`config.mk`:
```
export PLATFORM = sky130hd
export DESIGN_NAME = packet_send_pacer
export DESIGN_NICKNAME = d
export VERILOG_FILES = /design/src/sv/ppace_pkg.sv /design/src/sv/ppace_div.sv /design/src/sv/ppace_core.sv /design/src/sv/packet_send_pacer.sv
export VERILOG_INCLUDE_DIRS = /design/src /design/src/sv
export SDC_FILE = /design/constraint.sdc
export NUM_CORES = 1
export LEC_CHECK = 0
export BUFFER_PORTS_ARGS = -buffer_cell sky130_fd_sc_hd__buf_2
export CAP_MARGIN = 20
export CORE_UTILIZATION = 30
export DETAILED_ROUTE_END_ITERATION = 8
export HOLD_SLACK_MARGIN = 0.1
export PLACE_DENSITY_LB_ADDON = 0.25
export SETUP_SLACK_MARGIN = 0.05
export SLEW_MARGIN = 20
export SYNTH_ARGS = -nofsm -noshare
export SYNTH_HDL_FRONTEND = slang
export SYNTH_SLANG_ARGS = --single-unit
```
`constraint.sdc`:
```
create_clock -name clk -period 8.8 [get_ports clk]
set_input_delay 1.76 -clock clk [delete_from_list [all_inputs] [get_ports clk]]
set_output_delay 1.76 -clock clk [all_outputs]
set_load 0.005 [all_outputs]
```
`src/sv/packet_send_pacer_assert.svh`:
```
// Assertion macros shared by the pacer RTL.
// Both sample on the rising edge of clk and are switched off while rst_n is low.
`ifndef PACKET_SEND_PACER_ASSERT_SVH
`define PACKET_SEND_PACER_ASSERT_SVH

// Checks the consequent in the same cycle as the antecedent.
`define PSP_ASSERT_SAME(lbl, ante, cons) \
  lbl: assert property (@(posedge clk) disable iff (!rst_n) (ante) |-> (cons)) \
    else $error("pacer assertion failed");

// Checks the consequent in the cycle after the antecedent.
`define PSP_ASSERT_NEXT(lbl, ante, cons) \
  lbl: assert property (@(posedge clk) disable iff (!rst_n) (ante) |=> (cons)) \
    else $error("pacer assertion failed");

`endif

```
`src/sv/ppace_pkg.sv`:
```
package ppace_pkg;

  localparam int TIME_BITS   = 48;
  localparam int QUEUE_SLOTS = 32;
  localparam int CNT_W       = 6;
  localparam int IVL_W       = 32;
  localparam int SPD_W       = 5;
  localparam int LAG_W       = IVL_W + SPD_W;
  localparam int ADD_W       = ((TIME_BITS > LAG_W) ? TIME_BITS : LAG_W) + 1;
  localparam int DIV_STEPS   = IVL_W / 2;
  localparam int DIV_CNT_W   = $clog2(DIV_STEPS);
  localparam int TDATA_W     = ((TIME_BITS + CNT_W + 7) / 8) * 8;
  localparam int ADDR_W      = 4;
  localparam int DATA_W      = 32;

  typedef logic [TIME_BITS-1:0] time_t;
  typedef logic [CNT_W-1:0]     cnt_t;
  typedef logic [IVL_W-1:0]     ivl_t;
  typedef logic [SPD_W-1:0]     spd_t;
  typedef logic [LAG_W-1:0]     lag_t;
  typedef logic [ADD_W-1:0]     add_t;
  typedef logic [DATA_W-1:0]    data_t;

  localparam cnt_t DEPTH_MAX = cnt_t'(QUEUE_SLOTS);

  // Register indexes (paddr[3:2]).
  localparam logic [1:0] REG_PACE_INTERVAL = 2'd0;
  localparam logic [1:0] REG_CATCHUP_DEPTH = 2'd1;
  localparam logic [1:0] REG_IVL_DIVISOR   = 2'd2;
  localparam logic [1:0] REG_MAX_LAG_SENDS = 2'd3;

  localparam logic ACT_CHECK    = 1'b0;
  localparam logic ACT_REANCHOR = 1'b1;

  typedef struct packed {
    ivl_t pace_interval;
    cnt_t catchup_depth;
    spd_t ivl_divisor;
    spd_t max_lag_sends;
  } cfg_t;

  typedef struct packed {
    cnt_t  send_count;
    logic  catchup_active;
    time_t next_deadline;
  } res_t;

  typedef enum logic [3:0] {
    ST_IDLE,
    ST_CHECK,
    ST_DIV,
    ST_CATCH,
    ST_MUL,
    ST_SUB,
    ST_CLAMP,
    ST_STEP,
    ST_DONE
  } state_t;

endpackage

```
`src/sv/ppace_div.sv`:
```
// Radix-4 restoring divider: two quotient bits per cycle.
module ppace_div (
  input  logic              clk,
  input  logic              rst_n,
  input  logic              start,
  input  ppace_pkg::ivl_t   dividend,
  input  ppace_pkg::spd_t   divisor,
  output logic              done,
  output ppace_pkg::ivl_t   quotient
);

  ppace_pkg::ivl_t                       q_r, q_nxt;
  ppace_pkg::spd_t                       rem_r, rem_nxt;
  ppace_pkg::spd_t                       dvs_r, dvs_nxt;
  logic [ppace_pkg::DIV_CNT_W-1:0]       cnt_r, cnt_nxt;
  logic                                  busy_r, busy_nxt;
  logic                                  done_r, done_nxt;
  logic [ppace_pkg::SPD_W:0]             r1, r2;
  logic [ppace_pkg::SPD_W-1:0]           rem1;
  logic                                  qb1, qb2;

  always_comb begin
    r1  = {rem_r, q_r[ppace_pkg::IVL_W-1]};
    qb1 = (r1 >= {1'b0, dvs_r});
    rem1 = qb1 ? ppace_pkg::spd_t'(r1 - {1'b0, dvs_r}) : ppace_pkg::spd_t'(r1);
    r2  = {rem1, q_r[ppace_pkg::IVL_W-2]};
    qb2 = (r2 >= {1'b0, dvs_r});
  end

  always_comb begin
    q_nxt    = q_r;
    rem_nxt  = rem_r;
    dvs_nxt  = dvs_r;
    cnt_nxt  = cnt_r;
    busy_nxt = busy_r;
    done_nxt = done_r;
    if (start) begin
      q_nxt    = dividend;
      rem_nxt  = '0;
      dvs_nxt  = (divisor == '0) ? ppace_pkg::spd_t'(1) : divisor;
      cnt_nxt  = ppace_pkg::DIV_CNT_W'(ppace_pkg::DIV_STEPS - 1);
      busy_nxt = 1'b1;
      done_nxt = 1'b0;
    end else if (busy_r) begin
      q_nxt   = {q_r[ppace_pkg::IVL_W-3:0], qb1, qb2};
      rem_nxt = qb2 ? ppace_pkg::spd_t'(r2 - {1'b0, dvs_r}) : ppace_pkg::spd_t'(r2);
      cnt_nxt = cnt_r - 1'b1;
      if (cnt_r == '0) begin
        busy_nxt = 1'b0;
        done_nxt = 1'b1;
      end
    end
  end

  always_ff @(posedge clk) begin
    if (!rst_n) begin
      busy_r <= 1'b0;
      done_r <= 1'b0;
    end else begin
      busy_r <= busy_nxt;
      done_r <= done_nxt;
    end
    q_r   <= q_nxt;
    rem_r <= rem_nxt;
    dvs_r <= dvs_nxt;
    cnt_r <= cnt_nxt;
  end

  assign done     = done_r;
  assign quotient = q_r;

endmodule

```
`src/sv/ppace_core.sv`:
```
// Sequencer around one shared adder and one shared comparator.
module ppace_core (
  input  logic              clk,
  input  logic              rst_n,
  input  ppace_pkg::cfg_t   cfg,
  input  logic              in_valid,
  output logic              in_ready,
  input  logic              in_action,
  input  ppace_pkg::time_t  in_now,
  input  ppace_pkg::cnt_t   in_depth,
  output logic              res_valid,
  input  logic              res_ready,
  output ppace_pkg::res_t   res
);

  ppace_pkg::state_t state_r, state_nxt;
  logic              action_r, action_nxt;
  ppace_pkg::time_t  now_r, now_nxt;
  ppace_pkg::cnt_t   depth_r, depth_nxt;
  ppace_pkg::time_t  dl_r, dl_nxt;
  ppace_pkg::cnt_t   sent_r, sent_nxt;
  logic              catch_r, catch_nxt;
  ppace_pkg::lag_t   lag_r, lag_nxt;
  ppace_pkg::time_t  earliest_r, earliest_nxt;

  ppace_pkg::add_t   add_a, add_b, add_sum;
  logic              add_cin;
  ppace_pkg::time_t  add_sat;
  ppace_pkg::time_t  cmp_a, cmp_b;
  logic              cmp_ge;
  logic              div_start, div_done;
  ppace_pkg::ivl_t   div_q;
  logic              ivl_zero, in_catch, step_go;

  ppace_div u_div (
    .clk      (clk),
    .rst_n    (rst_n),
    .start    (div_start),
    .dividend (cfg.pace_interval),
    .divisor  (cfg.ivl_divisor),
    .done     (div_done),
    .quotient (div_q)
  );

  // Shared adder; a sum beyond the time range saturates.
  assign add_sum = add_a + add_b + ppace_pkg::add_t'(add_cin);
  assign add_sat = (|add_sum[ppace_pkg::ADD_W-1:ppace_pkg::TIME_BITS]) ? '1
                 : add_sum[ppace_pkg::TIME_BITS-1:0];
  assign cmp_ge  = (cmp_a >= cmp_b);

  assign ivl_zero = (cfg.pace_interval == '0);
  assign in_catch = (depth_r >= cfg.catchup_depth);
  assign step_go  = cmp_ge && (sent_r < depth_r);

  // Operand selection for the shared units.
  always_comb begin
    add_a   = ppace_pkg::add_t'(dl_r);
    add_b   = ppace_pkg::add_t'(cfg.pace_interval);
    add_cin = 1'b0;
    cmp_a   = now_r;
    cmp_b   = dl_r;
    case (state_r)
      ppace_pkg::ST_CATCH: begin
        add_a = ppace_pkg::add_t'(now_r);
        add_b = ppace_pkg::add_t'(div_q);
      end
      ppace_pkg::ST_SUB: begin
        add_a   = ppace_pkg::add_t'(now_r);
        add_b   = ~ppace_pkg::add_t'(lag_r);
        add_cin = 1'b1;
      end
      ppace_pkg::ST_CLAMP: begin
        cmp_a = dl_r;
        cmp_b = earliest_r;
      end
      default: begin
      end
    endcase
  end

  // Next state.
  always_comb begin
    state_nxt = state_r;
    case (state_r)
      ppace_pkg::ST_IDLE:  if (in_valid) state_nxt = ppace_pkg::ST_CHECK;
      ppace_pkg::ST_CHECK: begin
        if (action_r == ppace_pkg::ACT_REANCHOR || ivl_zero) begin
          state_nxt = ppace_pkg::ST_DONE;
        end else if (in_catch) begin
          state_nxt = (cmp_ge && depth_r != '0) ? ppace_pkg::ST_DIV : ppace_pkg::ST_DONE;
        end else begin
          state_nxt = cmp_ge ? ppace_pkg::ST_MUL : ppace_pkg::ST_DONE;
        end
      end
      ppace_pkg::ST_DIV:   if (div_done) state_nxt = ppace_pkg::ST_CATCH;
      ppace_pkg::ST_CATCH: state_nxt = ppace_pkg::ST_DONE;
      ppace_pkg::ST_MUL:   state_nxt = ppace_pkg::ST_SUB;
      ppace_pkg::ST_SUB:   state_nxt = ppace_pkg::ST_CLAMP;
      ppace_pkg::ST_CLAMP: state_nxt = ppace_pkg::ST_STEP;
      ppace_pkg::ST_STEP:  state_nxt = step_go ? ppace_pkg::ST_STEP : ppace_pkg::ST_DONE;
      ppace_pkg::ST_DONE:  if (res_ready) state_nxt = ppace_pkg::ST_IDLE;
      default:             state_nxt = ppace_pkg::ST_IDLE;
    endcase
  end

  // Datapath updates.
  always_comb begin
    action_nxt   = action_r;
    now_nxt      = now_r;
    depth_nxt    = depth_r;
    dl_nxt       = dl_r;
    sent_nxt     = sent_r;
    catch_nxt    = catch_r;
    lag_nxt      = lag_r;
    earliest_nxt = earliest_r;
    div_start    = 1'b0;
    case (state_r)
      ppace_pkg::ST_IDLE: begin
        if (in_valid) begin
          action_nxt = in_action;
          now_nxt    = in_now;
          depth_nxt  = (in_depth > ppace_pkg::DEPTH_MAX) ? ppace_pkg::DEPTH_MAX : in_depth;
          sent_nxt   = '0;
          catch_nxt  = 1'b0;
        end
      end
      ppace_pkg::ST_CHECK: begin
        if (action_r == ppace_pkg::ACT_REANCHOR) begin
          dl_nxt = now_r;
        end else if (ivl_zero) begin
          sent_nxt = depth_r;
        end else if (in_catch) begin
          catch_nxt = 1'b1;
          div_start = cmp_ge && (depth_r != '0);
        end
      end
      ppace_pkg::ST_CATCH: begin
        dl_nxt   = add_sat;
        sent_nxt = ppace_pkg::cnt_t'(1);
      end
      ppace_pkg::ST_MUL: begin
        lag_nxt = ppace_pkg::lag_t'(cfg.pace_interval) * ppace_pkg::lag_t'(cfg.max_lag_sends);
      end
      ppace_pkg::ST_SUB: begin
        // The top bit of the difference is set when the lag reaches past time zero.
        earliest_nxt = add_sum[ppace_pkg::ADD_W-1] ? '0 : add_sum[ppace_pkg::TIME_BITS-1:0];
      end
      ppace_pkg::ST_CLAMP: begin
        if (!cmp_ge) dl_nxt = earliest_r;
      end
      ppace_pkg::ST_STEP: begin
        if (step_go) begin
          sent_nxt = sent_r + 1'b1;
          dl_nxt   = add_sat;
        end
      end
      default: begin
      end
    endcase
  end

  always_ff @(posedge clk) begin
    if (!rst_n) begin
      state_r <= ppace_pkg::ST_IDLE;
      dl_r    <= '0;
    end else begin
      state_r <= state_nxt;
      dl_r    <= dl_nxt;
    end
    action_r   <= action_nxt;
    now_r      <= now_nxt;
    depth_r    <= depth_nxt;
    sent_r     <= sent_nxt;
    catch_r    <= catch_nxt;
    lag_r      <= lag_nxt;
    earliest_r <= earliest_nxt;
  end

  assign in_ready               = (state_r == ppace_pkg::ST_IDLE);
  assign res_valid              = (state_r == ppace_pkg::ST_DONE);
  assign res.send_count         = sent_r;
  assign res.catchup_active     = catch_r;
  assign res.next_deadline      = dl_r;

endmodule

```
`src/sv/packet_send_pacer.sv`:
```
// Channel  | Direction | Contents
// in_      | input     | tuser: action; tdata: now_time, queue_depth
// out_     | output    | tuser: catchup_active; tdata: send_count, next_deadline
// cfg_     | input     | APB-style register port, four registers on a 32-bit bus
//
// Flow: one transaction at a time. A re-anchor, a zero interval or a deadline
// not yet reached goes from CHECK straight to DONE. The catch-up path waits
// in DIV for the radix-4 divider that forms the shortened interval, then
// sets the deadline in CATCH. The paced path runs MUL, SUB and CLAMP, then
// stays in STEP while packets are released; the shared adder advances the
// deadline once a cycle.
// Reset: synchronous, active low; the state, the configuration registers and
// the output valid return to their reset values and the send deadline to zero.
// Stalls: a result waits in the output register while out_tready is low; a
// following transaction is still accepted and worked on meanwhile.
module packet_send_pacer (
  input  logic                           clk,
  input  logic                           rst_n,
  input  logic                           in_tvalid,
  output logic                           in_tready,
  input  logic [ppace_pkg::TDATA_W-1:0]  in_tdata,   // [47:0] now_time, [53:48] queue_depth
  input  logic                           in_tuser,   // [0] action
  output logic                           out_tvalid,
  input  logic                           out_tready,
  output logic [ppace_pkg::TDATA_W-1:0]  out_tdata,  // [5:0] send_count, [53:6] next_deadline
  output logic                           out_tuser,  // [0] catchup_active
  input  logic                           cfg_psel,
  input  logic                           cfg_penable,
  input  logic                           cfg_pwrite,
  input  logic [ppace_pkg::ADDR_W-1:0]   cfg_paddr,
  input  logic [ppace_pkg::DATA_W-1:0]   cfg_pwdata,
  output logic [ppace_pkg::DATA_W-1:0]   cfg_prdata,
  output logic                           cfg_pready
);

  `include "packet_send_pacer_assert.svh"

  // Configuration registers.
  ppace_pkg::cfg_t  cfg_r, cfg_nxt;
  logic             cfg_wr;
  logic [1:0]       cfg_idx;

  // Output register between the core and the result channel.
  logic             out_valid_r, out_valid_nxt;
  ppace_pkg::res_t  out_res_r, out_res_nxt;

  logic             res_valid, res_ready;
  ppace_pkg::res_t  res;
  ppace_pkg::time_t in_now;
  ppace_pkg::cnt_t  in_depth;

  assign cfg_pready = 1'b1;
  assign cfg_wr     = cfg_psel && cfg_penable && cfg_pwrite && cfg_pready;
  assign cfg_idx    = cfg_paddr[3:2];

  always_comb begin
    cfg_nxt = cfg_r;
    if (cfg_wr) begin
      case (cfg_idx)
        ppace_pkg::REG_PACE_INTERVAL:
          cfg_nxt.pace_interval = cfg_pwdata[ppace_pkg::IVL_W-1:0];
        ppace_pkg::REG_CATCHUP_DEPTH:
          cfg_nxt.catchup_depth = cfg_pwdata[ppace_pkg::CNT_W-1:0];
        ppace_pkg::REG_IVL_DIVISOR:
          cfg_nxt.ivl_divisor = cfg_pwdata[ppace_pkg::SPD_W-1:0];
        ppace_pkg::REG_MAX_LAG_SENDS:
          cfg_nxt.max_lag_sends = cfg_pwdata[ppace_pkg::SPD_W-1:0];
        default: begin
        end
      endcase
    end
  end

  // Reads return the register zero-extended to the bus width.
  always_comb begin
    case (cfg_idx)
      ppace_pkg::REG_PACE_INTERVAL: cfg_prdata = ppace_pkg::data_t'(cfg_r.pace_interval);
      ppace_pkg::REG_CATCHUP_DEPTH: cfg_prdata = ppace_pkg::data_t'(cfg_r.catchup_depth);
      ppace_pkg::REG_IVL_DIVISOR:   cfg_prdata = ppace_pkg::data_t'(cfg_r.ivl_divisor);
      ppace_pkg::REG_MAX_LAG_SENDS: cfg_prdata = ppace_pkg::data_t'(cfg_r.max_lag_sends);
      default:                      cfg_prdata = '0;
    endcase
  end

  assign in_now   = in_tdata[ppace_pkg::TIME_BITS-1:0];
  assign in_depth = in_tdata[ppace_pkg::TIME_BITS +: ppace_pkg::CNT_W];

  ppace_core u_core (
    .clk       (clk),
    .rst_n     (rst_n),
    .cfg       (cfg_r),
    .in_valid  (in_tvalid),
    .in_ready  (in_tready),
    .in_action (in_tuser),
    .in_now    (in_now),
    .in_depth  (in_depth),
    .res_valid (res_valid),
    .res_ready (res_ready),
    .res       (res)
  );

  // The core hands over a result whenever the output register is empty or is
  // being emptied in the same cycle.
  assign res_ready = !out_valid_r || out_tready;

  always_comb begin
    out_valid_nxt = out_valid_r;
    out_res_nxt   = out_res_r;
    if (res_valid && res_ready) begin
      out_valid_nxt = 1'b1;
      out_res_nxt   = res;
    end else if (out_tready) begin
      out_valid_nxt = 1'b0;
    end
  end

  always_ff @(posedge clk) begin
    if (!rst_n) begin
      cfg_r.pace_interval <= '0;
      cfg_r.catchup_depth <= ppace_pkg::cnt_t'(8);
      cfg_r.ivl_divisor   <= ppace_pkg::spd_t'(2);
      cfg_r.max_lag_sends <= ppace_pkg::spd_t'(2);
      out_valid_r         <= 1'b0;
    end else begin
      cfg_r       <= cfg_nxt;
      out_valid_r <= out_valid_nxt;
    end
    out_res_r <= out_res_nxt;
  end

  assign out_tvalid = out_valid_r;
  assign out_tuser  = out_res_r.catchup_active;
  assign out_tdata  = ppace_pkg::TDATA_W'({out_res_r.next_deadline, out_res_r.send_count});

  // The block works on one transaction at a time.
  `PSP_ASSERT_NEXT(a_busy_after_accept, in_tvalid && in_tready, !in_tready)
  // The catch-up path releases at most one packet.
  `PSP_ASSERT_SAME(a_catchup_single, out_tvalid && out_tuser, out_tdata[5:0] <= 6'd1)
  // No more packets are released than the queue can hold.
  `PSP_ASSERT_SAME(a_count_bounded, out_tvalid, out_tdata[5:0] <= ppace_pkg::DEPTH_MAX)

endmodule

```
# Word level (Yosys, flattened, before mapping)
# Index checks and enable logic that the tools add are counted.
# totals
reg_bits	351
input_bits	100
output_inout_bits	92
elab_cells	133
# op_classes
add_sub_neg	6
mul	1
n_lt_le_gt_ge	6
n_eq_ne	21
muxes	43
bitwise_logic	2
n_reduce_logical	31
# ops
op	n
two-way mux 48 bit	7
case mux 48 bit (4 select lines)	1
case mux 32 bit (4 select lines)	1
case mux 49 bit (2 select lines)	1
two-way mux 32 bit	2
adder 48 x 49 -> 49 bit	1
adder 49 x 1 -> 49 bit	1
NOT 37 -> 49 bit	1
greater-or-equal comparator 48 bit	1
multiplier 32 x 5 -> 37 bit	1
case mux 4 bit (9 select lines)	1
logical NOT 32 bit	1
two-way mux 4 bit	8
two-way mux 6 bit	4
case mux 6 bit (4 select lines)	1
== test 4 x 3 -> 1 bit, second input constant	4
two-way mux 1 bit	14
greater-or-equal comparator 6 x 5 -> 1 bit	2
AND reduction 2 bit	6
two-way mux 5 bit	2
!= test 2 x 1 -> 1 bit, second input constant	5
!= test 2 bit, second input constant	5
AND reduction 5 bit	2
subtractor 5 bit	2
other kinds (24)	36

# Logic depth before layout (Yosys ltp)
# Gate-level depths: netlist of run 1.
# logic_depth
ltp_word	9
mapped_depth	21
mapped_depth_nobuf	19

# By module
# A second synthesis of run 1 with hierarchy kept.
# hier_totals
cells_unflattened	2548
hier_area_um2	25378.1
# modules_own_cells
module	instances	cells_per_inst	area_each_um2	seq_area_each_um2
ppace_core	1	2048	18844.3	5455.2
packet_send_pacer	1	301	3972.6	2632.5
ppace_div	1	199	2561.2	1331.3

# Worst setup path before layout of run 1
# OpenSTA, ideal clock, no wires.
# synth_path
path_kind	register to register
startpoint	register u_core.state_r[0]
endpoint	register u_core.dl_r[10]
setup_time_ps	133
t_arrival_ps	5598
required_ps	8667
slack_ps	3070
path_stages_with_launch	21
n_path_buf	3
period_less_slack_ps	5730
cell_sequence	dfxtp_1 > clkbuf_1 > nor2b_1 > nand2_1 > inv_1 > nor2_1 > clkbuf_1 > nand2_1 > nand2_1 > fa_1 > fa_1 > a211oi_2 > o21ai_1 > a41o_1 > a211oi_1 > a211oi_2 > o211ai_2 > buf_2 > a21oi_1 > a221oi_1 > a21oi_1
# synth_between
elab_chain_len	8
word_cells_on_any_way	23
classes_between	2 x add/sub; 1 x order compare; 8 x eq/ne; 8 x mux; 4 x reduce/logical
# synth_lines
element	line_no	source
start, declared	ppace_core.sv:16	ppace_pkg::state_t state_r, state_nxt;
start signal, assigned	ppace_core.sv:164	state_r <= ppace_pkg::ST_IDLE;
start signal, assigned	ppace_core.sv:167	state_r <= state_nxt;
== test 4 x 2 -> 1 bit / == test 4 x 3 -> 1 bit (equally long branches)	ppace_core.sv:62, ppace_core.sv:117	
OR reduction 2 bit (no source line)	n/a	
two-way mux 48 bit	ppace_core.sv:62	case (state_r)
adder 48 x 49 -> 49 bit	ppace_core.sv:46	assign add_sum = add_a + add_b + ppace_pkg::add_t'(add_cin);
adder 49 x 1 -> 49 bit	ppace_core.sv:46	
two-way mux 48 bit	ppace_core.sv:47	assign add_sat = (|add_sum[ppace_pkg::ADD_W-1:ppace_pkg::TIME_BITS]) ? '1
two-way mux 48 bit	ppace_core.sv:152	if (step_go) begin
case mux 48 bit (4 select lines)	ppace_core.sv:117	case (state_r)
end signal, assigned	ppace_core.sv:168	dl_r <= dl_nxt;
end, declared	ppace_core.sv:20	ppace_pkg::time_t dl_r, dl_nxt;
# Parallel ways exist; a longest one is shown, timed or not. The select of a mux whose other input is x is not followed.
# A chain may end at the register's enable or synchronous reset.

# Worst setup path after layout of run 1
# layout_path
startpoint	register u_core.state_r[2]
endpoint	register u_core.dl_r[29]
# The elaborated chain is that of the path after synthesis.

==> out/metrics.cfg, run 1 <==
[cells_and_area]
syn2layout_area_growth_pct = 13.52
fillers = 8544
post-route-util_pct = 34.57
nets = 3172
layout-drive-gt1-share_pct = 12.35

[yosys]
synthMuxAreaShare_pct = 4.637
synth_area_leaders = edfxtp_1 (29%), dfxtp_1 (8.9%), ha_1 (8.1%)
synth_area_leader_cell = edfxtp_1
synth_xor_area_share_pct = 2.685
synthCells = 2727
synth_adder_area_share_pct = 15.61
ys_seq_elements = 351
yosysWarnings = 0
yosysUniqueCellTypes = 84
synth_area_um2 = 25120
ys_seq_area_share_pct = 37.49
synth_top_family_by_area = simple AND/OR/NAND/NOR gates
avgSynthCellArea_um2 = 9.212
yosys.area_share.simple_pct = 18.74
synth_edf_count = 239
async_flop_share_pct = 0
synth_top_area_share_pct = 28.57
synthFlopType = edfxtp_1
synth_compound_area_share_pct = 15.89

[global_route]
grt_pass1_wl_mm = 116.1
grt.total_usage_pct = 17.29
grt_pass1_vias = 19668
grt_overflow = 0
antenna_found_initial = 2
grt_max_degree = 54

[timing]
rsz0062_at_grt = no
max_freq_mhz = 151.8
finClkSkew_ns = 0.03931
setup_viol = 0
tns_ns = 0
worst_pin_slew_ns = 1.079
finalHoldViolations = 0
finalCritPeriodShare_pct = 74.84
min_period_ns = 6.586
slew_viol_final = 0
maxSlewHeadroom_pct = 27.64
hold_slack_ns = 0.4344

[route]
routed_wl_mm = 74.60
ant_nets = 0
first_pass_iters = 5
routed_via_density = 5.112
drtIter0Drc = 1219
drc = 0
vias = 20051
wl_per_cell_um = 19.02

[run]
cap_violations = 0

[die]
initial_core_util_pct = 30.45
die_y_um = 291.4
die_area_um2 = 84900
ios = 192
die_x_um = 291.4
core-area_um2 = 82500
row_count = 105

[worst_setup_path]
worst_setup_path_start_kind = flop
r2r_cells = 14
worstPathArrival_ns = 7.07
cp-end-kind = flop
cp_data_required_time_ns = 9.28
worstSetupPathType = flop to flop
path_max_fanout = 41
r2r_slack_ns = 2.21
reg2reg_from = u_core.state_r[2]$_SDFFE_PN0P_
crit-reg2reg-capture = u_core.dl_r[29]$_SDFFE_PN0P_

[clock_network]
h-tree-depth = 2
cts_resized = 0
insertion_delay_ns = 0.60
postCtsHoldBufs = 0
cts.sinks = 351
clock_path_buffers = 3
cts_setup_buffers = 0
clockRootBuffer = clkbuf_16
path_clk_slew_ns = 0.06
tritoncts = done
cts_buffers = 44

[place]
gp_congestion = 0.8997
port_buffers = 184
dp_hpwl_mm = 53.92

[power]
p_per_area_nw_per_um2 = 154.9
vdd_drop_max_v = 0.0001209
p_leak_nw = 12.13

[run_status]
status = complete, no violations

[worst_hold_path]
hold_path_end = out_tuser$_DFFE_PP_
min_path_cells = 0
min_from = u_core.catch_r$_DFFE_PP_
hp-class = flop to flop

## routing by layer
metal / routed length [µm] / share of wire (%) / up-vias / global-route usage [%]
li1: - / - / 9827 / -
met1: 35620 / 48 / 9765 / 24.16
met2: 34760 / 47 / 382 / 28.46
met3: 2738 / 3.7 / 77 / 1.802
met4: 1482 / 2.0 / 0 / 4.275
met5: 0 / 0 / - / 0
## flip-flops by register name, indices dropped and copies added (netlist names), 4 cells and up
signal / flops
u_core.lag_r: 37
u_core.state_r: 4
u_core.dl_r: 48
u_core.u_div.dvs_r: 5
u_core.earliest_r: 48
u_core.u_div.quotient: 32
cfg_r: 48
u_core.u_div.rem_r: 5
u_core.u_div.cnt_r: 4
u_core.now_r: 48
out_tdata: 54
u_core.sent_r: 6
u_core.depth_r: 6
## cell type report
class                   count  area [µm²]  area share, %
multi-input cells        2058       14570          51.07
clock buffers              65        1292          4.532
flip-flops and latches    351        9422          33.04
inverters                 141       529.3          1.856
repair buffers            219        1196          4.194
well taps                1070        1339          4.694
diodes                      1       2.502       0.008775
clock inverters            17       172.7         0.6055
## power by group
part           internal, W  switching (W)
registers          0.00187      0.0000937
clock network      0.00108       0.000747
logic             0.000261       0.000370
## placed cells by master (no fill, tap or decap), drive strengths merged, types with 105 or more instances in the layout
| cell type | n |
|---|---|
| nor2 | 173 |
| a21oi | 200 |
| buf | 219 |
| o21ai | 105 |
| and2 | 164 |
| inv | 140 |
| nand2 | 478 |
| edfxtp | 239 |
| ha | 163 |
| dfxtp | 112 |
## critical path, cell delays in order, from the launching register on
cell and delay, ns:
dfxtp_1 0.80, and3_4 0.68, buf_4 0.54, and2_1 0.22, a21oi_1 0.05, ha_1 0.31, nand2_1 0.06, o21ai_0 0.20
a221oi_1 0.49, o31ai_1 0.17, a211oi_1 0.93, nand2_1 0.41, o2bb2ai_4 0.69, nand2_1 0.48, o221a_2 0.37
## through the flow
step | instances | power [W] | worst slack (ns) | cell area [µm²]
floorplan | 2728 | 0.002413 | 3.070 | 25130
global placement | 3839 | 0.002613 | 2.219 | 27040
detailed placement | 3839 | 0.002616 | 2.215 | 27040
CTS | 3921 | 0.004469 | 2.184 | 28510
global route | 3921 | 0.004619 | 1.944 | 28520
finish | 3922 | 0.004417 | 2.214 | 28520
## worst max-delay path by stage
stage / from / endpoint / cells past startpoint
2_1_floorplan: u_core.state_r[0]$_SDFFE_PN0P_ / u_core.dl_r[10]$_SDFFE_PN0P_ / 20
3_3_place_gp: u_core.state_r[2]$_SDFFE_PN0P_ / u_core.dl_r[29]$_SDFFE_PN0P_ / 14
3_5_place_dp: u_core.state_r[2]$_SDFFE_PN0P_ / u_core.dl_r[34]$_SDFFE_PN0P_ / 14
4_1_cts: u_core.state_r[2]$_SDFFE_PN0P_ / u_core.dl_r[29]$_SDFFE_PN0P_ / 14
5_1_grt: u_core.state_r[2]$_SDFFE_PN0P_ / u_core.dl_r[29]$_SDFFE_PN0P_ / 14
6_report: u_core.state_r[2]$_SDFFE_PN0P_ / u_core.dl_r[29]$_SDFFE_PN0P_ / 14
## synthesized netlist by cell type, types with 5 or more instances
cell and count:
nand3_1 39, fa_1 94, dfxtp_1 112, o21a_1 12, o221a_2 6, mux2_2 11
mux2_1 22, and2_1 163, o31ai_1 9, xnor2_1 45, inv_1 140, nand4_1 30
a211oi_1 22, mux2i_1 68, a22oi_1 18, nor3_1 25, a21o_1 46, clkbuf_1 138
nor4_1 17, and4_1 6, mux4_2 5, and3_1 14, o21ai_1 11, nor2_1 173
o21bai_1 18, o211ai_1 9, edfxtp_1 239, or2_2 8, nand2b_1 21, nand2_1 478
a221o_1 35, nor2b_1 16, a21oi_1 199, ha_1 163, a31oi_1 22, xor2_1 32
o21ai_0 94, a221oi_1 32, buf_1 17, buf_2 20, nand3b_1 7, nor3b_1 5
or3_1 6
## kinds of logic (layout without fill, tap and decap cells)
group | Yosys count | in the layout
AOI/OAI and AO/OA | 598 | 598
xor gates and xnor gates | 77 | 77
adders and majority gates | 257 | 257
buffers and inverters | 319 | 442
DFF | 351 | 351
muxes | 106 | 106
other | 2 | 4
and+or+nand+nor | 1017 | 1017
No activity file was read; power rests on OpenSTA's default activity.
==> run 2, diff against run 1 <==
clock period = 6.15 ns   (was 8.8 ns; I/O delays follow)
==> run 2 against run 1 <==
  * Combinational power rose by 45%
  * Largest cell class unchanged
  * Total power increased by 46%
  * Flip-flop and latch count stayed put
  * Non-clock buffer count increased by 26
  * Final cell count grew 0.76%
  * Largest power group unchanged
==> out/metrics.cfg, run 2 (synthesis results as in run 1) <==
[run_status]
status = complete, no violations

[route]
ant_nets = 0
routed_via_density = 5.108
first_pass_iters = 5
drc = 0
vias = 20185
routed_wl_mm = 75.41
wl_per_cell_um = 19.08
drtIter0Drc = 1351

[timing]
rsz0062_at_grt = no
finalCritPeriodShare_pct = 89.25
maxSlewHeadroom_pct = 25.51
tns_ns = 0
max_freq_mhz = 182.2
slew_viol_final = 0
fin_ws_ns = 0.6614
finalHoldViolations = 0
setup_viol = 0
finClkSkew_ns = 0.04595
min_period_ns = 5.489
worst_pin_slew_ns = 1.107

[cells_and_area]
stdcell_area_um2 = 28770
instances_no_fill = 3952
nets = 3200
final_cell_mix = nand2_1 (476), edfxtp_1 (239), a21oi_1 (199)
final_common_cell = nand2_1
layout-drive-gt1-share_pct = 13.12
top_register = out_tdata
post-route-util_pct = 34.87
largest_reg_flops = 54
fillers = 8472
syn2layout_area_growth_pct = 14.50

[die]
die_area_um2 = 84900
die_x_um = 291.4
ios = 192
die_y_um = 291.4
initial_core_util_pct = 30.45
core-area_um2 = 82500
row_count = 105

[clock_network]
insertion_delay_ns = 0.62
clockRootBuffer = clkbuf_16
path_clk_slew_ns = 0.06
cts_setup_buffers = 0
cts_resized = 0
clock_path_buffers = 3
tritoncts = done
h-tree-depth = 2
postCtsHoldBufs = 0
cts_buffers = 46
cts.sinks = 351

[power]
vdd_drop_max_v = 0.0001670
p_leak_nw = 12.28
p_per_area_nw_per_um2 = 223.7

[place]
dp.cells = 3865
port_buffers = 184
dp_hpwl_mm = 55.63
gp_congestion = 0.8797
place_ws_ns = 0.6448
placed_area_um2 = 27250

[worst_setup_path]
crit_path_max_incr_delay_ns = 0.72
worst_setup_path_start_kind = flop
crit_top_cell = fa_1
cp_data_required_time_ns = 6.47
path_cells = buf_4 -> and2_1 -> fa_1 -> fa_1 -> inv_1 -> fa_1 -> inv_1 -> ha_1 -> and3_1 -> nand3_1 -> or3_1 -> a211o_1 -> o211a_2 -> o31ai_1 -> a41oi_1 -> mux2i_1 -> o2111ai_1
crit_slowest_cell = dfxtp_1
path_max_fanout = 18
worstPathArrival_ns = 5.81
cp-end-kind = flop
worstSetupPathType = flop to flop

[global_route]
grt_pass1_wl_mm = 116.9
grt_max_degree = 98
grt_pass1_vias = 19552
antenna_found_initial = 3
grt_overflow = 0
grt.total_usage_pct = 17.49

[run]
cap_violations = 0

[worst_hold_path]
hp-class = flop to flop

-- run 2: changes by cell type in the layout (fill, tap and decap cells not counted), sizes merged --
cell | previous run | this run
clkinvlp | 2 | 3
inv | 140 | 145
clkbuf | 65 | 62
buf | 219 | 245
bufinv | 2 | 4
clkinv | 14 | 13
-- run 2: area by class of cell --
| class | count | area [µm²] | area share (%) |
|---|---|---|---|
| clock buffers | 62 | 1221 | 4.245 |
| inverters | 141 | 529.3 | 1.840 |
| flip-flops and latches | 351 | 9420 | 32.75 |
| clock inverters | 24 | 289.0 | 1.005 |
| well taps | 1070 | 1339 | 4.654 |
| repair buffers | 245 | 1404 | 4.880 |
| diodes | 1 | 2.502 | 0.008699 |
| multi-input cells | 2058 | 14560 | 50.62 |
-- run 2: where the power goes --
| part | internal [W] | switching, W | leakage (nW) |
|---|---|---|---|
| Combinational | 0.000385 | 0.000529 | 8.43 |
| Sequential | 0.00267 | 0.000132 | 3.12 |
| Clock | 0.00159 | 0.00113 | 0.728 |
-- run 2: routing by layer --
layer	vias to the layer above	part of all wire, %	track usage [%]	wire length, µm
li1	9871	-	-	-
met1	9718	47	24.47	35650
met2	488	45	28.00	34170
met3	108	4.7	2.161	3512
met4	0	2.8	5.430	2079
met5	-	0	0	0
-- run 2: metrics by stage --
stage | power, W | hold WS, ns
after floorplan | 0.003453 | 0.4003
after global placement | 0.003758 | 0.4062
after detailed placement | 0.003763 | 0.4052
after CTS | 0.006518 | 0.4217
after global routing | 0.006728 | 0.4344
final | 0.006435 | 0.4212
-- run 2: path summary, 6_finish.rpt --
path | endpoint | cells after the start | start | slack [ns]
worst min-delay path | out_tuser$_DFFE_PP_ | 0 | u_core.catch_r$_DFFE_PP_ | 0.42
worst max register to register | u_core.lag_r[36]$_DFFE_PP_ | 17 | cfg_r[2]$_SDFFE_PN0P_ | 0.66
worst min register to register | out_tuser$_DFFE_PP_ | 0 | u_core.catch_r$_DFFE_PP_ | 0.42
worst max-delay path | u_core.lag_r[36]$_DFFE_PP_ | 17 | cfg_r[2]$_SDFFE_PN0P_ | 0.66
-- run 2: worst max-delay path: cells and delay by family, from the launching register on --
family	cells	cell delay (ns)
flip-flops	1	0.72
AO/OA/AOI/OAI	5	1.27
buffers and inverters	3	0.41
adder cells (fa/ha/maj)	4	1.87
multiplexers	1	0.19
AND/OR/NAND/NOR	4	0.74
